**config.mk**
```make
export PLATFORM = sky130hd
export DESIGN_NAME = tdp_pack
export DESIGN_NICKNAME = d
export VERILOG_FILES = /design/src/hw/rtl/tdp_pkg.sv /design/src/hw/rtl/tdp_pack.sv
export SDC_FILE = /design/constraint.sdc
export NUM_CORES = 1
export LEC_CHECK = 0
export BUFFER_PORTS_ARGS = -buffer_cell sky130_fd_sc_hd__buf_2
export CORE_MARGIN = 5
export CORE_UTILIZATION = 52
export DETAILED_ROUTE_END_ITERATION = 6
export HOLD_SLACK_MARGIN = 0.03
export PLACE_DENSITY = 0.82
export SETUP_SLACK_MARGIN = 0.02
export SLEW_MARGIN = 25
export SYNTH_ARGS = -nofsm -noshare
export SYNTH_HDL_FRONTEND = slang
export SYNTH_SLANG_ARGS = --single-unit
export TNS_END_PERCENT = 10
```
**constraint.sdc**
```tcl
create_clock -name clk -period 3.1 [get_ports clk]
set_clock_uncertainty 0.15 [all_clocks]
set_input_delay 0.465 -clock clk [delete_from_list [all_inputs] [get_ports clk]]
set_output_delay 0.465 -clock clk [all_outputs]
set_load 0.005 [all_outputs]
```
**src/hw/rtl/tdp_pkg.sv**
```systemverilog
// Package: sizes, status codes and row packing for the tile dedup packer.
package tdp_pkg;

  localparam int TABLE_DEPTH  = 256;
  localparam int TILES_ACROSS = 32;
  localparam int TILES_DOWN   = 30;
  localparam int TOTAL_SLOTS  = TILES_ACROSS * TILES_DOWN;

  // Fixed field widths
  localparam int PIX_W     = 16;
  localparam int ROW_W     = 3;
  localparam int PLANE_W   = 64;
  localparam int ENTRY_W   = 2 * PLANE_W;
  localparam int TIDX_W    = 8;
  localparam int STATUS_W  = 2;
  localparam int SPOS_W    = 10;
  localparam int UCOUNT_W  = 9;

  // Widths derived from the table and screen sizes
  localparam int ADDR_W  = (TABLE_DEPTH > 1) ? $clog2(TABLE_DEPTH) : 1;
  localparam int IDX_W   = (ADDR_W > TIDX_W) ? ADDR_W : TIDX_W;
  localparam int CNT_RAW = $clog2(TABLE_DEPTH + 1);
  localparam int CNT_W   = (CNT_RAW > UCOUNT_W) ? CNT_RAW : UCOUNT_W;
  localparam int SLOT_RAW = (TOTAL_SLOTS > 1) ? $clog2(TOTAL_SLOTS) : 1;
  localparam int SLOT_W  = (SLOT_RAW > SPOS_W) ? SLOT_RAW : SPOS_W;

  // Result status codes
  localparam logic [STATUS_W-1:0] ST_MATCH = 2'd0;
  localparam logic [STATUS_W-1:0] ST_NEW   = 2'd1;
  localparam logic [STATUS_W-1:0] ST_OVF   = 2'd2;

  // Row events from the packer to the controller
  typedef struct packed {
    logic frame_start;
    logic tile_go;
  } row_ev_t;

  // Table memory access
  typedef struct packed {
    logic               we;
    logic [ADDR_W-1:0]  waddr;
    logic [ENTRY_W-1:0] wdata;
    logic               re;
    logic [ADDR_W-1:0]  raddr;
  } mem_req_t;

  // Split one row of 2-bit pixels into its two plane bytes {high, low}
  function automatic logic [15:0] pack_row(input logic [PIX_W-1:0] pix);
    logic [7:0] b0;
    logic [7:0] b1;
    b0 = '0;
    b1 = '0;
    for (int x = 0; x < 8; x++) begin
      b0[7-x] = pix[2*x];
      b1[7-x] = pix[2*x+1];
    end
    return {b1, b0};
  endfunction

endpackage

```
**src/hw/rtl/tdp_pack.sv**
```systemverilog
// Row packer: bit-plane accumulators and row counter.
module tdp_pack import tdp_pkg::*; (
  input  logic               clk,
  input  logic               rst_n,
  input  logic               fire,
  input  logic [PIX_W-1:0]   row_pixels,
  input  logic               frame_start,
  output row_ev_t            ev,
  output logic [PLANE_W-1:0] plane_low,
  output logic [PLANE_W-1:0] plane_high
);

  logic [ROW_W-1:0]   row_r, row_nxt;
  logic [ROW_W-1:0]   row_eff;
  logic [PLANE_W-1:0] low_r, low_nxt;
  logic [PLANE_W-1:0] high_r, high_nxt;
  logic [15:0]        bytes;

  // Pick the row slot: frame start forces row zero
  always_comb begin
    row_eff = frame_start ? '0 : row_r;
    bytes   = pack_row(row_pixels);
  end

  // Replace the row's byte in each plane (clearing both on frame start), advance the row
  always_comb begin
    low_nxt  = low_r;
    high_nxt = high_r;
    row_nxt  = row_r;
    if (fire) begin
      if (frame_start) begin
        low_nxt  = '0;
        high_nxt = '0;
      end
      low_nxt[8*row_eff +: 8]  = bytes[7:0];
      high_nxt[8*row_eff +: 8] = bytes[15:8];
      row_nxt = row_eff + ROW_W'(1);
    end
  end

  always_ff @(posedge clk) begin
    if (!rst_n) begin
      row_r  <= '0;
      low_r  <= '0;
      high_r <= '0;
    end else begin
      row_r  <= row_nxt;
      low_r  <= low_nxt;
      high_r <= high_nxt;
    end
  end

  // Flag frame start and the last row of a tile
  always_comb begin
    ev.frame_start = fire && frame_start;
    ev.tile_go     = fire && (row_eff == {ROW_W{1'b1}});
  end

  assign plane_low  = low_r;
  assign plane_high = high_r;

endmodule

```
---- After elaboration in Yosys (flattened, before gate mapping) ----
Index checks and enable logic that the tools add are counted.
word-level totals
  bits of input ports ..................... 20
  logic and storage cells ................. 18
  bits in registers ....................... 131
  output and inout port bits .............. 130
operators by class
  eq/ne operators ......................... 1
  $add $sub $neg .......................... 2
  shift-type cells ........................ 3
  muxes and demuxes ....................... 7
  reductions and logical operators ........ 2
operators with widths
  kind                                                    number
  2-to-1 mux 64 bit                                       4
  bitwise mux 64 bit                                      2
  variable part select 8 x 34 -> 64 bit                   2
  variable shift 8 x 34 -> 64 bit (first input constant)  1
  negation 6 -> 34 bit                                    1
  adder 3 x 1 -> 3 bit (second input constant)            1
  == test 3 bit (second input constant)                   1
  2-to-1 mux 3 bit                                        1
  logical AND 1 bit                                       2

---- Depth between registers and ports, before layout ----
  word-level depth ........................ 4
  gate-level depth with buffers ........... 11
  depth with buffers taken out ............ 8

---- Worst setup path before layout ----
Ideal clock, no wire load.
  path type ............................... input to register
  start ................................... input frame_start
  end ..................................... register high_r[56] (netlist: plane_high[56])
  required time ........................... 2.834 ns
  slack ................................... 0.206 ns
  setup time .............................. 0.116 ns
  buffers on the path ..................... 3
  data arrival time ....................... 2.628 ns
  stages .................................. 11
  cell sequence ........................... nor2b_1 buf_1 inv_2 ha_1 ha_1 or3b_1 or2_1 clkbuf_1 clkbuf_1 nand3_1 a21boi_1
between the ends
  longest elaborated chain between the ends .. 4
  elaborated cells between the ends (all ways) .. 7
  classes of those cells .................. 1 x add/sub; 2 x shift; 4 x mux
ends and longest elaborated chain
  element                                                                                   line            text
  from (decl)                                                                               tdp_pack.sv:7   input logic frame_start,
  2-to-1 mux 3 bit                                                                          tdp_pack.sv:21  row_eff = frame_start ? '0 : row_r;
  negation 6 -> 34 bit                                                                      tdp_pack.sv:36  high_nxt[8*row_eff +: 8] = bytes[15:8];
  variable part select 8 x 34 -> 64 bit or variable shift 8 x 34 -> 64 bit (tied branches)  tdp_pack.sv:36
  bitwise mux 64 bit *                                                                      tdp_pack.sv:36
  to (signal assigned)                                                                      tdp_pack.sv:49  high_r <= high_nxt;
  to (decl)                                                                                 tdp_pack.sv:16  logic [PLANE_W-1:0] high_r, high_nxt;
Every way passes the cells marked *; elsewhere a longest branch is shown, timed or not. The select of a mux whose other input is x is not followed.
A chain may end at the register's enable or synchronous reset.

---- Final worst setup path ----
  start ................................... register row_r[0]
  end ..................................... register high_r[63] (netlist: plane_high[63])
between the ends
  longest elaborated chain between the ends .. 4
  elaborated cells between the ends (all ways) .. 5
  classes of those cells .................. 1 x add/sub; 2 x shift; 2 x mux
ends and longest elaborated chain
  element                                                                                   line            text
  from (decl)                                                                               tdp_pack.sv:13  logic [ROW_W-1:0] row_r, row_nxt;
  from (signal assigned)                                                                    tdp_pack.sv:47  row_r <= row_nxt;
  2-to-1 mux 3 bit *                                                                        tdp_pack.sv:21
  negation 6 -> 34 bit *                                                                    tdp_pack.sv:36
  variable part select 8 x 34 -> 64 bit or variable shift 8 x 34 -> 64 bit (tied branches)  tdp_pack.sv:36
  bitwise mux 64 bit *                                                                      tdp_pack.sv:36
Every way passes the cells marked *; elsewhere a longest branch is shown, timed or not.

==> impl_metrics.env <==
export IMPL_run_status="complete, no violations"
export IMPL_synth_net_count=659
export IMPL_synth_area_leader_cell="dfxtp_1"
export IMPL_diodes=0
export IMPL_crit_arrival_ns=3.07
export IMPL_cts_tree="done"
export IMPL_grt_pass1_wl_um=25000
export IMPL_power_leakage_nw=2.88
export IMPL_io_buffers=149
export IMPL_first_global_vias=4951
export IMPL_wirelength_um=15400
export IMPL_cp_end_kind="register"
export IMPL_die_h_um=111
export IMPL_synth_edf_count=0
export IMPL_clock_latency_ns=0.51
export IMPL_maxSlewHeadroom=0.411
export IMPL_synthFlopType="dfxtp_1"
export IMPL_ctsResizeCount=0
export IMPL_grt_max_degree=72
export IMPL_first_pass_iters=5
export IMPL_setup_tns_final_ns=0
export IMPL_crit_required_ns=3.36
export IMPL_antenna_left=0
export IMPL_num_io_pins=150
export IMPL_wl_per_cell_um=16.7
export IMPL_cts_root_buffer_cell="clkbuf_8"
export IMPL_dieArea_um2=12400
export IMPL_drive_above_1_share=0.270
export IMPL_cp_max_fo=16
export IMPL_yosysWarnings=0
export IMPL_slowest_stage="dfxtp_1"
export IMPL_avgSynthCellArea_um2=8.41
export IMPL_cts_hold_buf=1
export IMPL_yosysTopAreaCellShare=0.491
export IMPL_period_share=0.909
export IMPL_fmax_mhz=355
export IMPL_ir_drop_mv=0.366
export IMPL_seq_area_frac_synth=0.491
export IMPL_synth_most_common_cell="dfxtp_1"
export IMPL_core_area_um2=10200
export IMPL_worst_setup_path_start_kind="register"
export IMPL_vias=5207
export IMPL_synth_ff_latch_count=131
export IMPL_maxCapViolations=0
export IMPL_nets=796
export IMPL_vias_per_cell=5.65
export IMPL_async_flop_share=0
export IMPL_crit_type="reg2reg"
export IMPL_cp_cell_sequence="nor2b_1, inv_2, ha_1, ha_1, or3b_1, or2_1, a31oi_1, nor2b_1"
export IMPL_cts_setup_buffers=0
export IMPL_synth_common_cells="dfxtp_1 (131), nand2_1 (117), nand3_1 (108)"
export IMPL_rsz0062_at_grt="false"
export IMPL_p_total_mw=4.01
export IMPL_hold_class="in2reg"
export IMPL_synth_cells=635
export IMPL_netlist_area_um2=5340
export IMPL_drt_initial_drc_count=410
export IMPL_yosys_top_cells_area="dfxtp_1 (49%), a21boi_1 (11%), nand3_1 (10%), nand2_1 (8.2%), o21ai_1 (3.7%)"
export IMPL_clock_path_buffers=2
export IMPL_hpwl_um=10800
export IMPL_power_density_nw_per_um2=585
export IMPL_whs_ns=0.0607
export IMPL_start_util=0.524
export IMPL_die_width_um=111
export IMPL_cts_sinks=131
export IMPL_grt_overflow_total=0
export IMPL_htree_levels=4
export IMPL_finalHoldViolations=0
export IMPL_antenna_found_initial=0
export IMPL_cts_reportedPaths_clkPinSlew_ns=0.06
export IMPL_max_stage_delay_ns=0.47
export IMPL_slew_violations=0
export IMPL_track_usage=0.246
export IMPL_syn_to_final_growth_pct=28.3
export IMPL_finalWeightedCongestion=0.855
export IMPL_fin_crit_ns=2.82
export IMPL_tightest_slew_ns=0.883
export IMPL_ys_types=35
export IMPL_setup_viol=0
export IMPL_drc=0
export IMPL_cts_buffers=17
export IMPL_rows=37
-- layer usage --
layer  track usage  vias up  part of all wire
li1              -     2473                 -
met1         0.302     2471              0.41
met2         0.417      232              0.49
met3        0.0668       31             0.075
met4        0.0884        0             0.023
met5             0        -                 0
-- power breakdown --
| group | leakage, nW | internal (mW) | total (mW) | switching, mW |
|---|---|---|---|---|
| sequential | 1.06 | 1.70 | 1.71 | 0.0118 |
| combinational | 1.51 | 0.0767 | 0.230 | 0.154 |
| clock | 0.308 | 1.36 | 2.07 | 0.701 |
-- final cells by class --
type,instances,area (µm²)
clock inverter,10,154
clock buffer,22,463
inverter,4,15.0
timing repair buffer,174,938
sequential,131,2620
fill,840,3330
tap,136,170
multi-input combinational,444,2490
-- metrics by stage --
| stage | instance area [µm²] | util | std cells | worst slack [ns] |
|---|---|---|---|---|
| 2_1_floorplan | 5340 | - | 635 | 0.206 |
| 3_3_place_gp | 6230 | 0.611 | 888 | 0.321 |
| 3_5_place_dp | 6230 | 0.611 | 888 | 0.221 |
| 4_1_cts | 6850 | 0.673 | 921 | 0.314 |
| 5_1_grt | 6850 | 0.673 | 921 | 0.159 |
| 6_report | 6850 | 0.673 | 921 | 0.284 |
-- state kept, by name, indices dropped and copies added (netlist names) --
| signal | cells |
|---|---|
| plane_low | 64 |
| row_r | 3 |
| plane_high | 64 |
-- cell families (layout without fill, tap and decap cells) --
family / Yosys count / in the layout / share of synthesized area
adders and majority gates: 4 / 4 / 0.00937
AOI/OAI and AO/OA: 123 / 123 / 0.156
and+or+nand+nor: 308 / 308 / 0.283
muxes: 9 / 9 / 0.0169
DFF: 131 / 131 / 0.491
buffers and inverters: 60 / 210 / 0.0443
-- cell usage in the layout, fill, tap and decap left out, types with 2 or more instances in the layout --
master     Yosys  layout
buf_2          9     148
mux2i_1        9       9
nand2b_1       4       4
clkbuf_1      38       2
and2_1         2       2
o21ai_1       40      40
dfxtp_1      131     131
a21boi_1      78      78
nor2b_1       26      26
nand2_1      117     116
clkbuf_8       0       4
or2_1          3       3
nand3_1      108     108
ha_1           4       4
nand4_1       27      27
buf_4          0      25
o211ai_1       2       2
clkinv_2       0       5
nor2_1         8       8
inv_2          3       3
bufinv_16      0       4
clkbuf_16      0      16
-- worst paths after layout --
path | startpoint | to | slack [ns] | depth (start not counted)
hold reg to reg | plane_high[21]$_SDFFE_PN0P_ | plane_high[21]$_SDFFE_PN0P_ | 0.29 | 2
setup / recovery | row_r[0]$_SDFFE_PN0P_ | plane_high[63]$_SDFFE_PN0P_ | 0.28 | 8
setup reg to reg | row_r[0]$_SDFFE_PN0P_ | plane_high[63]$_SDFFE_PN0P_ | 0.28 | 8
hold / removal | row_pixels[15] | plane_high[0]$_SDFFE_PN0P_ | 0.06 | 3
-- worst max-delay path: cells and delay by family, from the launching register on --
| family | cells | cell delay [ns] |
|---|---|---|
| flip-flops | 1 | 0.47 |
| AND/OR/NAND/NOR | 4 | 1.21 |
| AO/OA/AOI/OAI | 1 | 0.26 |
| buffers and inverters | 1 | 0.05 |
| adder cells (fa/ha/maj) | 2 | 0.55 |
Power figures use the tool's default switching activity.
