==> src/hw/rtl/tdp_ram.sv <==
// Generic single-write, single-read RAM with registered read data.
module tdp_ram #(
  parameter int WIDTH = 8,
  parameter int DEPTH = 16,
  localparam int AW = (DEPTH > 1) ? $clog2(DEPTH) : 1
) (
  input  logic             clk,
  input  logic             we,
  input  logic [AW-1:0]    waddr,
  input  logic [WIDTH-1:0] wdata,
  input  logic             re,
  input  logic [AW-1:0]    raddr,
  output logic [WIDTH-1:0] rdata
);

  logic [WIDTH-1:0] mem [DEPTH];
  logic [WIDTH-1:0] rdata_r;

  // Write port
  always_ff @(posedge clk) begin
    if (we) begin
      mem[waddr] <= wdata;
    end
  end

  // Registered read port
  always_ff @(posedge clk) begin
    if (re) begin
      rdata_r <= mem[raddr];
    end
  end

  assign rdata = rdata_r;

endmodule

==> config.mk <==
export PLATFORM = sky130hd
export DESIGN_NAME = tdp_ram
export DESIGN_NICKNAME = d
export VERILOG_FILES = /design/src/hw/rtl/tdp_ram.sv
export SDC_FILE = /design/constraint.sdc
export NUM_CORES = 1
export LEC_CHECK = 0
export BUFFER_PORTS_ARGS = -buffer_cell sky130_fd_sc_hd__buf_2
export CORE_ASPECT_RATIO = 1.1
export CORE_MARGIN = 2
export CORE_UTILIZATION = 54
export DETAILED_ROUTE_END_ITERATION = 10
export GPL_ROUTABILITY_DRIVEN = 0
export PLACE_DENSITY_LB_ADDON = 0.1
export SYNTH_ARGS = -nofsm -noshare
export SYNTH_HDL_FRONTEND = slang
export SYNTH_SLANG_ARGS = --single-unit
==> constraint.sdc <==
create_clock -name clk -period 1.7 [get_ports clk]
set_input_delay 0.255 -clock clk [delete_from_list [all_inputs] [get_ports clk]]
set_output_delay 0.255 -clock clk [all_outputs]
set_load 0.005 [all_outputs]
; ---- Word level (Yosys, flattened, before mapping)
; Memory sizes are Yosys's and may differ from the RTL's. A register that Yosys moved wholly into a read port is not among the register bits.
; Cells that the tools add are included.
[totals]
ff_bits = 0
mem_bits_rw = 128
in_bits = 19
elab_cells = 3
mem_count = 1
[mem_list]
columns = memory, depth, width, rd, rd_clocked_by_memory_dff, wr, line
row1 = mem, 16, 8, 1, 1, 1, 16  ; logic [WIDTH-1:0] mem [DEPTH];
[op_classes]
n_mux = 2
[op_table]
columns = cell, n
row1 = $mux W1, 2

; ---- Logic depth before layout (Yosys ltp)
; Gate-level depths: netlist of run 1.
[logic_depth]
ltp_word = 2
mapped_depth = 5
ltp_nobuf = 3

; ---- Worst setup path after synthesis of run 1
; Ideal clock, no wire load.
[synth_path]
path_kind = in2reg
startpoint = input waddr[2]
endpoint = memory mem[0][0], enable pin
setup_time_ns = 0.383
arrival_time_ns = 1.365
setup_slack_ns = -0.048
cell_stages = 2
path_buffers = 0
cell_sequence = or3b_2 > nor3_1
[synth_rtl]
columns = item, line
row1 = from (decl), 9  ; input logic [AW-1:0] waddr,
row2 = to (decl), 16
; No word-level cell before the write port.

==> flow_summary.toml, run 1 <==
[synth]
syn_nets = 248
synth_top_family_by_area = "multiplexers"
ys_seq_elements = 136
synth_compound_area_share_pct = 2.30
ys_types = 18
synthXorXnorAreaFrac_pct = 0
synth_area_sq_mm = 0.00523
yosysTopAreaCell = "edfxtp_1"
synth_mux_area_share_pct = 14.8
synth_top_area_share_pct = 78.1
syn_area_per_cell_sq_um = 22.8
seq_area_frac_synth_pct = 78.1
synth-simple-area-share_pct = 3.14
yosys_warnings = 0
synth-adder-area-share_pct = 0
syn-instance-count = 229
synthTopCellsByArea = "edfxtp_1 78%, mux4_2 7.8%, mux4_1 7.0%"

[clock_network]
cts_buffers = 17
tritoncts = "done"
clk_path_buf_depth = 2
post_cts_resized = 0
h-tree-depth = 4
insertion_delay_ns = 0.51
clkSinkCount = 136
clk_pin_slew_ns = 0.06
clock-root-buffer = "clkbuf_8"
hold_buffers = 0
cts_setup_buffers = 0

[drt]
firstDrtPassIters = 5
drcViolationCount = 0
postRouteAntennaNets = 0
vias = 2454
drt_iter0_drc = 166
wl_per_cell_um = 22.3
vias_per_cell = 5.86
drt-total-wl_mm = 9.36

[sta]
finalSetupTns_ns = 0
slew_viol_final = 0
tightest_slew_ns = 0.636
slew_headroom_pct = 57.5
fin_hold_ws_ns = 0.113
period_share_pct = 88.9
skew_ns = 0.00609
layout_min_cycle_time_ns = 1.51
fmaxAchievable_mhz = 662
finalSetupViolCount = 0
rsz0062_at_grt = "false"
timing.final.hold_violations = 0

[die]
core-area_sq_mm = 0.00940
die_h_um = 107
die_w_um = 97.8
rows = 37
start_util_pct = 55.6
dieArea_sq_mm = 0.0105
io_pins = 27

[critical_path]
crit_fanout = 1
slowest_stage = "mux4_1"
worstPathArrival_ns = 1.75
slowest_delay_ns = 0.55
path_buf_inv = 0
critPathRequiredTime_ns = 1.94
end_kind = "flip-flop"
critPathLaunchType = "flip-flop"
crit_chain = "mux4_1, a22oi_1, nand2_1"
critPathKind = "reg -> reg"
crit_family = "multiplexers"

[cells_and_area]
nets = 308
syn2layout_area_growth_pct = 18.3
fin_area_sq_mm = 0.00618
diodes = 0
instances_no_fill = 419
drive_gt1_share_pct = 32.5

[global_route]
grt_first_pass_wirelength_mm = 14.8
overflow = 0
grt_pass1_vias = 2611
grt_use_total_pct = 20.2
antenna_found_initial = 0
grt_max_degree = 21

[min_path]
hp-class = "in -> reg"

[placed_design]
dp.cells = 387
place_area_sq_mm = 0.00565
port_buffers = 26
hpwlAfterDp_mm = 6.13

[pwr]
p_per_area_mw_per_mm2 = 1200
leakage_uw = 0.00212
vdd_ir_drop_max_mv = 0.703

[outcome]
outcome = "finished clean"

[job]
drv_cap = 0
## stage by stage
stage,total power (uW),setup WS [ns],utilization (%)
floorplan,4050,0.163,-
global placement,4220,-0.121,60.1
detailed placement,4230,-0.139,60.1
CTS,7480,0.165,65.8
global route,7670,0.157,65.8
finish,7420,0.189,65.8
## registers in the layout, summed over array words and instances (netlist names)
| signal | cells |
|---|---|
| mem | 128 |
| rdata | 8 |
## per-layer routing
layer	GRT usage [%]	routed length, um
met5	0	0
met4	5.75	68
met3	7.30	479
met2	32.5	4890
met1	26.5	3920
## placed cells by master (no fill, tap or decap), drive strengths merged, types with 2 or more instances in the layout
master,synthesis,routed
clkinv,0,8
a22oi,16,16
clkbuf,0,21
nor3,4,4
bufinv,0,2
nor2,13,13
nand2b,2,2
nand3b,2,2
edfxtp,136,136
nand2,9,9
mux4,32,32
buf,7,51
## synthesized netlist by cell type (all sizes together)
master         instances
nand3b                 2
nor3                   4
nand3                  1
buf                    7
and2                   1
clkdlybuf4s25          3
nand2                  9
mux4                  32
or3b                   1
nor2                  13
a22oi                 16
nor2b                  1
edfxtp               136
nand2b                 2
and2b                  1
## cells by family (layout without fill, tap and decap cells)
logic type	count (synthesis)	count (layout)
compound gates	16	16
buf+inv	10	83
flops	136	136
mux	32	32
simple gates	35	35
## layout make-up
cell class | instances | area [sq um]
multi-input combinational | 83 | 1060
tap | 117 | 146
fill | 624 | 3210
clock inverter | 11 | 106
sequential | 136 | 4080
timing repair buffer | 51 | 355
clock buffer | 21 | 429
## power by group
| part | leakage (uW) | switching (uW) | internal (uW) |
|---|---|---|---|
| Combinational | 0.000618 | 194 | 159 |
| Clock | 0.000266 | 1210 | 2060 |
| Sequential | 0.00124 | 18.8 | 3780 |
| Total | 0.00212 | 1420 | 6000 |
## final timing paths
check              from  endpoint  slack [ns]  depth (start not counted)
max           mem[9][3]  rdata[3]        0.19                          3
min                  re  rdata[0]        0.11                          1
max reg2reg   mem[9][3]  rdata[3]        0.19                          3
min reg2reg  mem[11][4]  rdata[4]        0.76                          3
No activity file was read; power rests on OpenSTA's default activity.
==> inputs of run 2 (changes only) <==
Settings changed: CORE_UTILIZATION 54 to 60.
Clock period 1.7 ns to 1.45 ns, I/O delays scaled along.
==> flow_summary.toml, run 2 (same netlist as run 1, synthesis figures left out) <==
[outcome]
outcome = "complete, but fails checks"
violations = "negative setup slack"

[pwr]
netSwitchingFraction_pct = 19.8
leakage_uw = 0.00213
power_frac_comb_pct = 4.6
vdd_ir_drop_max_mv = 1.08
switching_power_uw = 1830
p_per_area_mw_per_mm2 = 1480
intPower_uw = 7430
seq_power_share_pct = 48.1
p_clk_share_pct = 47.3

[critical_path]
rr_startpoint = "mem[0][6]"
critPathRequiredTime_ns = 1.70
timing.reg2reg.setup_slack_ns = -0.02
crit_path_end = "rdata[6]"
crit_fanout = 1
critPathLaunchType = "flip-flop"
end_kind = "flip-flop"
critPathLaunch = "mem[0][6]"
worstReg2RegEnd = "rdata[6]"
worstPathArrival_ns = 1.72
critPathKind = "reg -> reg"
r2r_cells = 3

[drt]
wl_per_cell_um = 24.3
drcViolationCount = 0
vias_per_cell = 6.11
drt_iter0_drc = 193
drt-total-wl_mm = 10.1
vias = 2549
postRouteAntennaNets = 0
firstDrtPassIters = 4

[min_path]
hp-class = "in -> reg"
hp-start = "re"

[die]
rows = 35
io_pins = 27
dieArea_sq_mm = 0.00948
die_h_um = 102
die_w_um = 93.0
core-area_sq_mm = 0.00841
start_util_pct = 62.2

[clock_network]
tritoncts = "done"
clock-root-buffer = "clkbuf_8"
hold_buffers = 0
clk_path_buf_depth = 2
clk_pin_slew_ns = 0.06
h-tree-depth = 4
cts_buffers = 17
clkSinkCount = 136
cts_setup_buffers = 0
insertion_delay_ns = 0.50

[global_route]
overflow = 0
grt_use_total_pct = 23.8
grt_max_degree = 22
antenna_found_initial = 0
grt_pass1_vias = 2573
grt_first_pass_wirelength_mm = 15.4

[cells_and_area]
nets = 312
instances_no_fill = 417
layout_commonest_cell = "edfxtp_1"
syn2layout_area_growth_pct = 19.6
drive_gt1_share_pct = 37.6
largest_reg_flops = 128
top_register = "mem"
fillers = 490
diodes = 0
final_cell_mix = "136 x edfxtp_1, 27 x buf_4, 26 x mux4_2, 26 x buf_2, 16 x clkbuf_16"

[placed_design]
hpwlAfterDp_mm = 6.15
port_buffers = 26
pre_cts_ws_ns = -0.387
dp.cells = 385

[sta]
finalSetupViolCount = 2
skew_ns = 0.00613
fmaxAchievable_mhz = 682
tightest_slew_ns = 0.730
slew_viol_final = 0
layout_min_cycle_time_ns = 1.47
period_share_pct = 101
timing.final.hold_violations = 0
fin_hold_ws_ns = 0.0874
slew_headroom_pct = 51.2
rsz0062_at_grt = "true"
setup_slack_ns = -0.0162

[job]
drv_cap = 0
run 2: changes by cell type in the layout (fill, tap and decap cells not counted), sizes merged:
cell      before  now
clkinvlp       1    2
clkinv         8    5
bufinv         2    4
clkbuf        21   18
buf           51   55
inv            0    3
run 2: area by class of cell:
cell class	count	area (sq um)	share of cell area [%]
Sequential cell	136	4080	65.3
Multi-Input combinational cell	83	1040	16.7
Clock buffer	18	418	6.68
Timing Repair Buffer	55	373	5.96
Clock inverter	14	196	3.14
Tap cell	111	139	2.22
run 2: metrics by stage:
step	util, %	total power (uW)	instance area [sq um]	setup TNS, ns
after floorplan	-	4760	5220	-1.04
after global placement	67.0	4950	5630	-2.41
after detailed placement	67.0	4960	5630	-2.93
after CTS	74.4	9320	6250	-0.0947
after global routing	74.4	9510	6250	-0.179
final	74.4	9260	6250	-0.0302
run 2: what timing repair did:
| item | 4_1_cts | 5_1_grt |
|---|---|---|
| pin swaps | 2 | 2 |
| setup endpoints to repair | 5 | 7 |
| resized for setup | 3 | 0 |
run 2: how the worst min path moves through the flow:
stage,slack [ns],depth (start not counted),to
6_report,0.09,1,rdata[2]
5_1_grt,0.07,1,rdata[2]
4_1_cts,0.07,1,rdata[2]
3_5_place_dp,0.60,1,rdata[0]
3_3_place_gp,0.60,1,rdata[7]
2_1_floorplan,0.32,0,mem[0][0]
run 2: worst max-delay path: stages, from the launching register on:
cell and delay [ns]:
edfxtp_1 0.43, mux4_2 0.50, a22oi_2 0.21, nand2_1 0.08
run 2: power groups by stage:
stage                     clock network [uW]  registers (uW)  logic, uW
after floorplan                            0            4530        232
after global placement                     0            4530        419
after detailed placement                   0            4540        426
after CTS                               4420            4460        434
after global routing                    4580            4460        463
final                                   4380            4460        428
run 2: routing by layer:
| metal | global-route usage [%] | vias to the layer above | part of all wire (%) |
|---|---|---|---|
| met1 | 34.4 | 1319 | 41 |
| met5 | 0 | - | 0 |
| li1 | - | 1105 | - |
| met2 | 37.3 | 114 | 50 |
| met3 | 5.01 | 11 | 7.8 |
| met4 | 8.14 | 0 | 0.94 |
==> inputs of run 3 (changes only) <==
Settings changed: MAX_ROUTING_LAYER from default to met4.
==> flow_summary.toml, run 3 (same netlist as run 1, synthesis figures left out) <==
[critical_path]
slowest_stage = "mux4_2"
end_kind = "flip-flop"
timing.reg2reg.setup_slack_ns = -0.02
crit_fanout = 1
worstPathArrival_ns = 1.72
crit_chain = "mux4_2, a22oi_2, nand2_1"
critPathKind = "reg -> reg"
r2r_cells = 3
critPathRequiredTime_ns = 1.70
worstReg2RegEnd = "rdata[6]"
slowest_delay_ns = 0.50
rr_startpoint = "mem[0][6]"
critPathLaunchType = "flip-flop"

[clock_network]
clkSinkCount = 136
insertion_delay_ns = 0.50
clock-root-buffer = "clkbuf_8"
clk_path_buf_depth = 2
clk_pin_slew_ns = 0.06
h-tree-depth = 4
cts_buffers = 17
tritoncts = "done"
hold_buffers = 0

[die]
start_util_pct = 62.2
io_pins = 27
dieArea_sq_mm = 0.00948
rows = 35
core-area_sq_mm = 0.00841
die_h_um = 102
die_w_um = 93.0

[sta]
layout_min_cycle_time_ns = 1.47
skew_ns = 0.00879
tightest_slew_ns = 0.747
rsz0062_at_grt = "true"
period_share_pct = 101
finalSetupViolCount = 2
slew_headroom_pct = 50.0
fmaxAchievable_mhz = 681
timing.final.hold_violations = 0
slew_viol_final = 0
setup_slack_ns = -0.0194

[outcome]
outcome = "complete, but fails checks"
violations = "negative setup slack"

[min_path]
worstHoldEndpoint = "rdata[2]"
hp-start = "re"
holdPathStages = 1
hp-class = "in -> reg"

[cells_and_area]
diodes = 0
seqCellArea_sq_mm = 0.00408
fillers = 490
multiInputGateArea_sq_mm = 0.00104
largest_reg_flops = 128
layout_commonest_cell = "edfxtp_1"
top_register = "mem"
nets = 312
drive_gt1_share_pct = 37.6
final_cell_mix = "136 x edfxtp_1, 27 x buf_4, 26 x mux4_2, 26 x buf_2, 16 x clkbuf_16"
fin_area_sq_mm = 0.00625
syn2layout_area_growth_pct = 19.6

[drt]
vias = 2502
drt-total-wl_mm = 10.1
vias_per_cell = 6.00
postRouteAntennaNets = 0
drcViolationCount = 0
wl_per_cell_um = 24.1
drt_iter0_drc = 232
firstDrtPassIters = 4

[pwr]
leakage_uw = 0.00213
finalPower_uw = 9260
p_per_area_mw_per_mm2 = 1480
vdd_ir_drop_max_mv = 1.08

[placed_design]
hpwlAfterDp_mm = 6.15
place_area_sq_mm = 0.00563
port_buffers = 26

[global_route]
overflow = 0
grt_first_pass_wirelength_mm = 15.4
antenna_found_initial = 0
grt_max_degree = 22
grt_use_total_pct = 24.6
grt_pass1_vias = 2584

[job]
drv_cap = 0
## run 3: cell counts in the layout (fill, tap and decap cells not counted)
Identical to the previous run, type by type.
## run 3: power by group
group / internal, uW / switching [uW]
logic: 194 / 233
clock network: 2810 / 1570
registers: 4430 / 26.1
total: 7430 / 1830
## run 3: per-layer routing
metal | GRT usage, % | part of all wire [%] | wire length [um]
met1 | 34.0 | 40 | 4050
met5 | - | 0 | 0
met3 | 6.34 | 8.8 | 890
met4 | 6.45 | 0.49 | 49
met2 | 37.6 | 50 | 5080
## run 3: stage by stage
step           utilization [%]  setup WS, ns  setup TNS, ns  hold slack, ns  std cells
3_3_place_gp              67.0        -0.384          -2.41           0.599        385
5_1_grt                   74.4       -0.0523         -0.182          0.0598        417
3_5_place_dp              67.0        -0.387          -2.93           0.601        385
6_report                  74.4       -0.0194        -0.0322          0.0856        417
2_1_floorplan                -       -0.0336          -1.04           0.316        229
4_1_cts                   74.4       -0.0303        -0.0947          0.0712        417
## run 3: repair_timing
action,in CTS,in global routing
resized for setup,3,0
pin swaps,2,2
setup buffers,0,0
endpoints found under the setup margin,5,7
cloned,0,0
## run 3: worst max-delay path by stage
stage	start	to	slack (ns)	cells after the start
after floorplan	waddr[2]	mem[3][0]	-0.03	2
after global placement	raddr[0]	rdata[5]	-0.38	6
after detailed placement	raddr[0]	rdata[5]	-0.39	6
after CTS	mem[0][6]	rdata[6]	-0.03	3
after global routing	mem[0][6]	rdata[6]	-0.05	3
final	mem[0][6]	rdata[6]	-0.02	3
## run 3: critical path: cells and delay by family, from the launching register on
kind             cells  cell delay (ns)
AND/OR/NAND/NOR      1             0.08
AO/OA/AOI/OAI        1             0.22
multiplexers         1             0.50
flip-flops           1             0.43
## run 3: layout make-up
class	instances	area share, %
clock buffers	18	6.68
multi-input cells	83	16.7
clock inverters	14	3.14
flip-flops and latches	136	65.3
well taps	111	2.22
repair buffers	55	5.96
