<file path="config.mk">
export PLATFORM = sky130hd
export DESIGN_NAME = tdp_ctrl
export DESIGN_NICKNAME = d
export VERILOG_FILES = /design/src/hw/rtl/tdp_pkg.sv /design/src/hw/rtl/tdp_ctrl.sv
export SDC_FILE = /design/constraint.sdc
export NUM_CORES = 1
export LEC_CHECK = 0
export BUFFER_PORTS_ARGS = -buffer_cell sky130_fd_sc_hd__buf_4
export CORE_AREA = 2 2 221 223
export CTS_BUF_LIST = sky130_fd_sc_hd__clkbuf_8
export CTS_CLUSTER_SIZE = 10
export DETAILED_ROUTE_END_ITERATION = 10
export DIE_AREA = 0 0 223 225
export GPL_ROUTABILITY_DRIVEN = 0
export PLACE_DENSITY = 0.49
export REMOVE_ABC_BUFFERS = 1
export SLEW_MARGIN = 20
export SYNTH_ARGS = -nofsm -noshare
export SYNTH_HDL_FRONTEND = slang
export SYNTH_SLANG_ARGS = --single-unit
</file>
<file path="constraint.sdc">
create_clock -name clk -period 12.75 [get_ports clk]
set_input_delay 1.9125 -clock clk [delete_from_list [all_inputs] [get_ports clk]]
set_output_delay 1.9125 -clock clk [all_outputs]
set_load 0.02 [all_outputs]
</file>
<file path="src/hw/rtl/tdp_pkg.sv">
// Package: sizes, status codes and row packing for the tile dedup packer.
package tdp_pkg;

  localparam int TABLE_DEPTH  = 256;
  localparam int TILES_ACROSS = 32;
  localparam int TILES_DOWN   = 30;
  localparam int TOTAL_SLOTS  = TILES_ACROSS * TILES_DOWN;

  // Fixed field widths
  localparam int PIX_W     = 16;
  localparam int ROW_W     = 3;
  localparam int PLANE_W   = 64;
  localparam int ENTRY_W   = 2 * PLANE_W;
  localparam int TIDX_W    = 8;
  localparam int STATUS_W  = 2;
  localparam int SPOS_W    = 10;
  localparam int UCOUNT_W  = 9;

  // Widths derived from the table and screen sizes
  localparam int ADDR_W  = (TABLE_DEPTH > 1) ? $clog2(TABLE_DEPTH) : 1;
  localparam int IDX_W   = (ADDR_W > TIDX_W) ? ADDR_W : TIDX_W;
  localparam int CNT_RAW = $clog2(TABLE_DEPTH + 1);
  localparam int CNT_W   = (CNT_RAW > UCOUNT_W) ? CNT_RAW : UCOUNT_W;
  localparam int SLOT_RAW = (TOTAL_SLOTS > 1) ? $clog2(TOTAL_SLOTS) : 1;
  localparam int SLOT_W  = (SLOT_RAW > SPOS_W) ? SLOT_RAW : SPOS_W;

  // Result status codes
  localparam logic [STATUS_W-1:0] ST_MATCH = 2'd0;
  localparam logic [STATUS_W-1:0] ST_NEW   = 2'd1;
  localparam logic [STATUS_W-1:0] ST_OVF   = 2'd2;

  // Row events from the packer to the controller
  typedef struct packed {
    logic frame_start;
    logic tile_go;
  } row_ev_t;

  // Table memory access
  typedef struct packed {
    logic               we;
    logic [ADDR_W-1:0]  waddr;
    logic [ENTRY_W-1:0] wdata;
    logic               re;
    logic [ADDR_W-1:0]  raddr;
  } mem_req_t;

  // Split one row of 2-bit pixels into its two plane bytes {high, low}
  function automatic logic [15:0] pack_row(input logic [PIX_W-1:0] pix);
    logic [7:0] b0;
    logic [7:0] b1;
    b0 = '0;
    b1 = '0;
    for (int x = 0; x < 8; x++) begin
      b0[7-x] = pix[2*x];
      b1[7-x] = pix[2*x+1];
    end
    return {b1, b0};
  endfunction

endpackage

</file>
<file path="src/hw/rtl/tdp_ctrl.sv">
// Search controller: table scan, insert, frame counters and result register.
module tdp_ctrl import tdp_pkg::*; (
  input  logic                clk,
  input  logic                rst_n,
  input  row_ev_t             ev,
  input  logic [PLANE_W-1:0]  plane_low,
  input  logic [PLANE_W-1:0]  plane_high,
  input  logic [ENTRY_W-1:0]  rd_data,
  output mem_req_t            mem_req,
  output logic                busy,
  output logic                out_valid,
  input  logic                out_stall,
  output logic [TIDX_W-1:0]   out_tile_index,
  output logic [STATUS_W-1:0] out_status,
  output logic [SPOS_W-1:0]   out_screen_position,
  output logic [PLANE_W-1:0]  out_plane_low,
  output logic [PLANE_W-1:0]  out_plane_high,
  output logic [UCOUNT_W-1:0] out_unique_count,
  output logic                out_frame_done
);

  localparam logic [1:0] S_IDLE = 2'd0;
  localparam logic [1:0] S_SCAN = 2'd1;
  localparam logic [1:0] S_EMIT = 2'd2;

  logic [1:0]          state_r, state_nxt;
  logic [CNT_W-1:0]    stored_r, stored_nxt;
  logic [SLOT_W-1:0]   slot_r, slot_nxt;
  logic                ovf_r, ovf_nxt;
  logic [CNT_W-1:0]    issue_r, issue_nxt;
  logic                chk_vld_r, chk_vld_nxt;
  logic [ADDR_W-1:0]   chk_idx_r, chk_idx_nxt;
  logic [IDX_W-1:0]    index_r, index_nxt;
  logic [STATUS_W-1:0] status_r, status_nxt;
  logic                oval_r, oval_nxt;
  logic                out_free;
  logic                last_slot;
  logic                hit;

  logic [TIDX_W-1:0]   o_idx_r;
  logic [STATUS_W-1:0] o_st_r;
  logic [SPOS_W-1:0]   o_pos_r;
  logic [PLANE_W-1:0]  o_low_r;
  logic [PLANE_W-1:0]  o_high_r;
  logic [UCOUNT_W-1:0] o_cnt_r;
  logic                o_done_r;

  assign out_free  = !oval_r || !out_stall;
  assign last_slot = (slot_r == SLOT_W'(TOTAL_SLOTS - 1));
  assign hit       = chk_vld_r && (rd_data == {plane_high, plane_low});

  // Sequence one tile: scan stored entries one read per cycle, stop on a match, else insert or flag overflow
  always_comb begin
    state_nxt   = state_r;
    stored_nxt  = stored_r;
    slot_nxt    = slot_r;
    ovf_nxt     = ovf_r;
    issue_nxt   = issue_r;
    chk_vld_nxt = 1'b0;
    chk_idx_nxt = chk_idx_r;
    index_nxt   = index_r;
    status_nxt  = status_r;
    oval_nxt    = oval_r && out_stall;
    mem_req     = '0;
    mem_req.waddr = stored_r[ADDR_W-1:0];
    mem_req.wdata = {plane_high, plane_low};
    mem_req.raddr = issue_r[ADDR_W-1:0];

    case (state_r)
      S_IDLE: begin
        // Clear frame state on frame start
        if (ev.frame_start) begin
          stored_nxt = '0;
          slot_nxt   = '0;
          ovf_nxt    = 1'b0;
        end
        if (ev.tile_go) begin
          if (ovf_r) begin
            index_nxt  = '0;
            status_nxt = ST_OVF;
            state_nxt  = S_EMIT;
          end else begin
            issue_nxt = '0;
            state_nxt = S_SCAN;
          end
        end
      end
      S_SCAN: begin
        if (hit) begin
          // Stop on the first matching entry
          index_nxt  = IDX_W'(chk_idx_r);
          status_nxt = ST_MATCH;
          state_nxt  = S_EMIT;
        end else if (issue_r < stored_r) begin
          // Issue the next read
          mem_req.re  = 1'b1;
          chk_vld_nxt = 1'b1;
          chk_idx_nxt = issue_r[ADDR_W-1:0];
          issue_nxt   = issue_r + CNT_W'(1);
        end else if (!chk_vld_r) begin
          // Scan exhausted: insert or overflow
          if (stored_r >= CNT_W'(TABLE_DEPTH)) begin
            ovf_nxt    = 1'b1;
            index_nxt  = '0;
            status_nxt = ST_OVF;
          end else begin
            mem_req.we = 1'b1;
            index_nxt  = IDX_W'(stored_r[ADDR_W-1:0]);
            status_nxt = ST_NEW;
            stored_nxt = stored_r + CNT_W'(1);
          end
          state_nxt = S_EMIT;
        end
      end
      S_EMIT: begin
        // Load the result once the output register is free
        if (out_free) begin
          oval_nxt  = 1'b1;
          slot_nxt  = last_slot ? '0 : slot_r + SLOT_W'(1);
          state_nxt = S_IDLE;
        end
      end
      default: begin
        state_nxt = S_IDLE;
      end
    endcase
  end

  always_ff @(posedge clk) begin
    if (!rst_n) begin
      state_r   <= S_IDLE;
      stored_r  <= '0;
      slot_r    <= '0;
      ovf_r     <= 1'b0;
      issue_r   <= '0;
      chk_vld_r <= 1'b0;
      oval_r    <= 1'b0;
    end else begin
      state_r   <= state_nxt;
      stored_r  <= stored_nxt;
      slot_r    <= slot_nxt;
      ovf_r     <= ovf_nxt;
      issue_r   <= issue_nxt;
      chk_vld_r <= chk_vld_nxt;
      oval_r    <= oval_nxt;
    end
  end

  // Payload registers
  always_ff @(posedge clk) begin
    chk_idx_r <= chk_idx_nxt;
    index_r   <= index_nxt;
    status_r  <= status_nxt;
    if (state_r == S_EMIT && out_free) begin
      o_idx_r  <= index_r[TIDX_W-1:0];
      o_st_r   <= status_r;
      o_pos_r  <= slot_r[SPOS_W-1:0];
      o_low_r  <= plane_low;
      o_high_r <= plane_high;
      o_cnt_r  <= stored_r[UCOUNT_W-1:0];
      o_done_r <= last_slot;
    end
  end

  assign busy                = (state_r != S_IDLE);
  assign out_valid           = oval_r;
  assign out_tile_index      = o_idx_r;
  assign out_status          = o_st_r;
  assign out_screen_position = o_pos_r;
  assign out_plane_low       = o_low_r;
  assign out_plane_high      = o_high_r;
  assign out_unique_count    = o_cnt_r;
  assign out_frame_done      = o_done_r;

endmodule

</file>
-- Word-level counts from Yosys, hierarchy flattened
Cells that the tools add are included.
- register bits after elaboration: 209
- latch bits: 0
- RAM bits: 0
- bits in read-only memories: 0
- input bits: 261
- memories kept: 0
- $add $sub $neg: 3
- multiply operators: 0
- div/mod/pow operators: 0
- order comparisons: 2
- eq/ne operators: 17
- shifts and indexed selects: 0
- muxes and demuxes: 52
- bitwise operators: 1
- reduce and logical (&&, ||, !) cells: 17
- operators with widths (kind ; number):
    128-bit equality test ; 1
    9-bit 2-to-1 mux ; 9
    8-bit 2-to-1 mux ; 6
    9-bit one-hot mux with 2 select lines ; 2
    10-bit 2-to-1 mux ; 3
    2-bit 2-to-1 mux ; 12
    2-bit != test, second input constant ; 11
    10-bit one-hot mux with 2 select lines ; 1
    9-bit by 1-bit adder with 9-bit output, second input constant ; 2
    8-bit one-hot mux with 2 select lines ; 1
    1-bit 2-to-1 mux ; 15
    6-bit AND reduction ; 2
    10-bit by 1-bit adder with 10-bit output, second input constant ; 1
    10-bit equality test, second input constant ; 1
    5-bit AND reduction ; 2
    9-bit >= comparator, second input constant ; 1
    9-bit less-than comparator ; 1
    3-bit != test, second input constant ; 2
    2-bit one-hot mux with 3 select lines ; 1
    3-bit AND reduction ; 2
    2-bit nonzero test ; 3
    2-bit one-hot mux with 2 select lines ; 1
    4-bit AND reduction ; 1
    1-bit logical AND ; 3
    other kinds (7) ; 8

-- Logic depth before layout (Yosys ltp)
Gate-level depths: netlist (run 1).
- depth after elaboration: 6
- gate-level depth with buffers: 10

-- Worst setup path before layout (run 1)
Ideal clock, no wire load.
- kind: input -> register
- from: in out_stall
- to: reg slot_r[3]
- library setup time: 0.076 ns
- arrival time: 10.357 ns
- required time: 12.674 ns
- slack: 2.318 ns
- stages on the path: 4
- path buffers: 0
- cells stage by stage: a21oi_1 nand2b_1 or3_1 a21boi_0
- longest elaborated chain between the ends: 4
- ends and longest elaborated chain (item ; RTL line ; RTL):
    start: declaration ; tdp_ctrl.sv:12 ; input logic out_stall,
    1-bit zero test ; tdp_ctrl.sv:48 ; assign out_free = !oval_r || !out_stall;
    1-bit logical OR ; tdp_ctrl.sv:48 ;
    2-bit != test (no line) ; n/a ;
    3-bit AND reduction (no line) ; n/a ;
    end signal: assignment ; tdp_ctrl.sv:141 ; slot_r <= slot_nxt;
    end: declaration ; tdp_ctrl.sv:28 ; logic [SLOT_W-1:0] slot_r, slot_nxt;
No other way between the ends.
A chain may end at the register's enable or synchronous reset.

==> results_dict.tcl, run 1 <==
set metrics [dict create \
    required_ns 10.84 \
    p_int_w 0.00122 \
    synth_top_flop_cell "edfxtp_1" \
    synth_area_per_cell_um2 12.5 \
    switching_share_pct 27.9 \
    worst_pin_slew_ns 0.905 \
    grt_usage_pct 16.6 \
    via_per_inst 4.18 \
    finalCriticalPeriod_ns 6.39 \
    synth.most_common_cell "edfxtp_1" \
    cts_tree "yes" \
    fin_nets 1527 \
    synth_area_um2 9950 \
    synthCells 798 \
    clkSinkCount 209 \
    utilization_pct 30.8 \
    power.density_nw_per_um2 115 \
    cp.arrival_ns 4.47 \
    rows 80 \
    yosysSeqAreaShare_pct 59.8 \
    synth_warnings 0 \
    grt_pass1_wl_um 58800 \
    die_h_um 225 \
    fin_setup_tns_ns 0 \
    wl_per_cell_um 23.1 \
    fmax_mhz 157 \
    seqPwrFrac_pct 45.5 \
    drive_above_1_share_pct 49.6 \
    power.share.clock_pct 38.0 \
    p_sw_w 0.000472 \
    end_kind "output port" \
    overflow 0 \
    synth_top_cell_by_area "edfxtp_1" \
    grt_util_met1_pct 18.6 \
    synth_top_area_share_pct 53.1 \
    post-cts-setup-buffer-count 0 \
    die_area_um2 50200 \
    leakagePower_nw 5.97 \
    first_global_vias 7868 \
    insertion_delay_ns 0.59 \
    cts_buffer_depth 3 \
    status "finished clean" \
    combPwrFrac_pct 16.5 \
    cts_root_buffer "clkbuf_8" \
    routed_wl_um 44100 \
    areaGrowthSynthToFinish_pct 47.3 \
    synth-edff-count 176 \
    hold_viol 0 \
    ys_top_cells_by_area "edfxtp_1 53%, buf_4 11%, xnor2_1 8.5%" \
    worstHoldPathType "flip-flop to flip-flop" \
    die_x_um 223 \
    clk_pin_slew_ns 0.06 \
    drtPass1Iterations 5 \
    cts_hold_buf 0 \
    clock-skew-final_ns 0.0193 \
    io_pins 567 \
    portBuffers 566 \
    placed_area_um2 13900 \
    cts_buffers 40 \
    htree_levels 2 \
    slew_viol_final 0 \
    layout_worst_path_cycle_share_pct 50.1 \
    grt_max_degree 88 \
    final_antenna_net_count 0 \
    whs_ns 0.418 \
    hpwl_um 36300 \
    start_util_pct 20.9 \
    met2_usage_pct 30.6 \
    antenna_found_initial 8 \
    critPathMaxFanout 28 \
    yosys.cell_types.count 57 \
    rsz0062_at_grt "no" \
    synth_seq_cells 209 \
    top_usage_layer "met2" \
    coreArea_um2 47500 \
    drcViolationCount 0 \
    worstSetupStartpointType "input pin" \
    setup_violations 0 \
    cts_resized 0 \
    final_area_um2 14700 \
    relSlewSlack_pct 39.5 \
    drv_cap 0 \
    drt_iter0_markers 512 \
    setup_ws_ns 6.36 \
    peakVddDrop_v 0.0000611 \
    crit_type "input pin to output port" \
    use_met3_pct 4.38 \
    synthTopCellsByCount "176 x edfxtp_1, 145 x buf_4, 96 x xnor2_1, 40 x inv_1, 33 x dfxtp_1" \
    pre_cts_slack_ns 6.26 \
    vias 7963 \
    async_flop_share_pct 0 \
]
worst max-delay path: stages:
cell	delay, ns
buf_4	0.14
xnor2_1	0.16
nand4_1	0.13
nor4_1	0.67
nand4_1	0.37
nor4_4	0.37
buf_4	0.35
nor3_1	0.15
buf_4	0.21
stage by stage:
| stage | total power (W) | instances |
|---|---|---|
| finish | 0.00169 | 1905 |
| global route | 0.00177 | 1905 |
| CTS | 0.00172 | 1900 |
| detailed placement | 0.00107 | 1827 |
| global placement | 0.00107 | 1827 |
| floorplan | 0.000865 | 642 |
power by group through the flow:
stage | logic (W) | clock network [W] | registers [W]
final | 0.000280 | 0.000642 | 0.000769
after detailed placement | 0.000283 | 0 | 0.000783
after global routing | 0.000296 | 0.000699 | 0.000771
after CTS | 0.000284 | 0.000668 | 0.000769
after floorplan | 0.0000587 | 0 | 0.000806
after global placement | 0.000283 | 0 | 0.000783
sequential cells by signal, summed over array words and instances (netlist names):
name / flops
out_plane_high: 64
status_r: 2
out_status: 2
out_tile_index: 8
stored_r: 9
out_plane_low: 64
out_frame_done: 1
issue_r: 9
state_r: 2
out_unique_count: 9
slot_r: 10
out_screen_position: 10
chk_idx_r: 8
chk_vld_r: 1
ovf_r: 1
index_r: 8
out_valid: 1
layout by cell type (no fill, tap or decap), types with 3 or more instances in the layout:
master     instances
nor2b_1           13
and4_1             3
or3_1              4
nand2_1           30
dfxtp_1           33
xnor2_1           96
o21ai_0           12
a21oi_1           21
nor4_1             7
o211ai_1           4
nand4_1           30
nand3_1           19
inv_1             43
mux2_2             3
o2bb2ai_1          4
buf_4            569
diode_2            5
ha_1              12
mux2i_1            5
o22ai_1           16
edfxtp_1         176
nor2_1            26
and3_1             6
clkbuf_8          42
nand2b_1           6
o22a_1             3
clkinv_1          12
a22oi_1            3
and2_1             6
clkinv_2          12
nor3_1            18
a31oi_1            3
xor2_1             7
kinds of logic after synthesis:
logic type      share of synthesized area (%)
fa+ha+maj                                1.51
flops                                    59.8
simple gates                             9.77
buf+inv                                  12.9
mux                                     0.843
compound gates                           6.17
xor+xnor                                 9.07
per-layer routing:
| layer | part of all wire [%] | up-vias |
|---|---|---|
| met5 | 0 | - |
| met4 | 2.5 | 0 |
| met3 | 6.0 | 70 |
| met2 | 54 | 363 |
| met1 | 38 | 3872 |
| li1 | - | 3658 |
path summary, 6_finish.rpt:
check | startpoint | to | slack [ns] | depth (start not counted)
worst max-delay path | plane_high[58] | mem_req[8] | 6.36 | 9
worst min-delay path | status_r[1]$_SDFFCE_PN1P_ | out_status[1]$_DFFE_PP_ | 0.42 | 0
worst max register to register | chk_vld_r$_SDFF_PN0_ | status_r[0]$_SDFFCE_PP0P_ | 9.39 | 8
worst min register to register | status_r[1]$_SDFFCE_PN1P_ | out_status[1]$_DFFE_PP_ | 0.42 | 0
cell type report:
cell class              count  area (µm²)
diodes                      5        12.5
clock buffers              42         578
fillers                  4880       32900
repair buffers            570        4280
clock inverters            31         174
well taps                 615         769
inverters                  40         150
multi-input cells         393        2740
flip-flops and latches    209        5950
(Power assumes the default switching activity.)
==> run 2, diff against run 1 <==
==> constraint.sdc (replaced) <==
create_clock -name clk -period 6.4 [get_ports clk]
set_input_delay 0.96 -clock clk [delete_from_list [all_inputs] [get_ports clk]]
set_output_delay 0.96 -clock clk [all_outputs]
set_load 0.02 [all_outputs]
==> results_dict.tcl, run 2 (synthesis results as in run 1) <==
set metrics [dict create \
    status "finished clean" \
    holdCritStartpoint "index_r[2]$_SDFFCE_PN0P_" \
    drive_above_1_share_pct 48.9 \
    layout.cells.most_common "buf_4" \
    r2r_start "chk_vld_r$_SDFF_PN0_" \
    critPathMaxFanout 28 \
    io_pins 567 \
    die_x_um 223 \
    htree_levels 2 \
    hold_viol 0 \
    cts_buffer_depth 3 \
    multi_input_area_um2 2740 \
    layout_worst_path_cycle_share_pct 72.1 \
    top_layer "met5" \
    grt_usage_pct 16.5 \
    routed_wl_um 43600 \
    regArea_um2 5950 \
    p_sw_w 0.000931 \
    final_area_um2 14700 \
    worstSetupStartpointType "input pin" \
    place_inst 1825 \
    via_per_inst 4.11 \
    peakVddDrop_v 0.000133 \
    hold_path_end "out_tile_index[2]$_DFFE_PP_" \
    power_w 0.00343 \
    cts_tree "yes" \
    cts_resized 0 \
    fin_nets 1525 \
    wl_met1_um 16400 \
    crit_type "input pin to output port" \
    switching_share_pct 27.2 \
    worstHoldPathType "flip-flop to flip-flop" \
    areaGrowthSynthToFinish_pct 47.5 \
    setup_violations 0 \
    required_ns 5.44 \
    worst_r2r_path_depth 8 \
    grt_max_degree 160 \
    wl_per_cell_um 23.0 \
    pre_cts_slack_ns 1.59 \
    finalCriticalPeriod_ns 4.61 \
    clock-skew-final_ns 0.0358 \
    leakagePower_nw 6.01 \
    grt_pass1_wl_um 58200 \
    nFillCells 4944 \
    coreArea_um2 47500 \
    hold_path_depth 0 \
    cts_hold_buf 0 \
    placed_area_um2 13900 \
    fmax_mhz 217 \
    post-cts-setup-buffer-count 0 \
    rsz0062_at_grt "no" \
    final_cell_mix "567 x buf_4, 176 x edfxtp_1, 96 x xnor2_1, 54 x inv_1, 41 x clkbuf_8" \
    worstReg2RegEnd "index_r[2]$_SDFFCE_PN0P_" \
    cts_buffers 40 \
    vias 7817 \
    rows 80 \
    fin_setup_tns_ns 0 \
    combPwrFrac_pct 16.2 \
    end_kind "output port" \
    slew_viol_final 0 \
    setup_ws_ns 1.79 \
    drt_iter0_markers 460 \
    cts_root_buffer "clkbuf_8" \
    die_h_um 225 \
    insertion_delay_ns 0.59 \
    instances_no_fill 1900 \
    hpwl_um 35800 \
    final_antenna_net_count 0 \
    cp.arrival_ns 3.65 \
    portBuffers 566 \
    drtPass1Iterations 4 \
    drv_cap 0 \
    dr_wl_met3_um 2700 \
    relSlewSlack_pct 28.3 \
    first_global_vias 7789 \
    p_int_w 0.00250 \
    met2_length_um 23600 \
    antenna_found_initial 5 \
    worst_pin_slew_ns 1.07 \
    die_area_um2 50200 \
    power.share.clock_pct 39.0 \
    clk_pin_slew_ns 0.05 \
    reg2reg_slack_ns 3.03 \
    power.density_nw_per_um2 234 \
    drcViolationCount 0 \
    start_util_pct 20.9 \
    clkSinkCount 209 \
    overflow 0 \
    seqPwrFrac_pct 44.7 \
]
run 2: worst max path at each step:
stage                        start                        end  slack [ns]  cells after the start
global placement    plane_high[41]   index_r[7]$_SDFFCE_PN0P_        1.65                     10
detailed placement  plane_high[41]  status_r[1]$_SDFFCE_PN1P_        1.59                     10
global route         plane_low[55]                 mem_req[8]        1.67                      9
finish              plane_high[41]                 mem_req[8]        1.79                      9
CTS                 plane_high[41]                 mem_req[8]        1.70                      9
floorplan                out_stall     slot_r[3]$_SDFFE_PN0P_       -3.08                      4
run 2: metal layers:
layer / up-vias / global-route usage [%]
met5: - / 0
met4: 2 / 4.74
met3: 61 / 4.22
met2: 319 / 30.7
met1: 3788 / 18.5
li1: 3647 / -
run 2: cell type report:
class                           count  share of cell area [%]
Antenna cell                        2                  0.0341
Timing Repair Buffer              568                    29.1
Sequential cell                   209                    40.5
Multi-Input combinational cell    393                    18.7
Inverter                           40                    1.02
Tap cell                          615                    5.24
Clock inverter                     32                    1.53
Clock buffer                       41                    3.85
run 2: power by group through the flow:
stage                     clock (W)  combinational (W)  sequential (W)
after floorplan                   0           0.000117         0.00161
after global placement            0           0.000561         0.00156
after detailed placement          0           0.000563         0.00156
after CTS                   0.00140           0.000564         0.00153
after global routing        0.00145           0.000588         0.00154
final                       0.00134           0.000556         0.00153
run 2: critical path: stages:
cell and delay [ns]:
buf_4 0.13, xnor2_1 0.16, nand4_1 0.12, nor4_1 0.93
nand4_1 0.30, nor4_4 0.35, buf_4 0.34, nor3_1 0.15
buf_4 0.20
run 2: per-stage QoR:
step / hold slack, ns / utilization (%)
after detailed placement: 0.408 / 29.2
final: 0.394 / 30.9
after floorplan: 0.400 / -
after global placement: 0.403 / 29.2
after global routing: 0.421 / 30.9
after CTS: 0.402 / 30.9
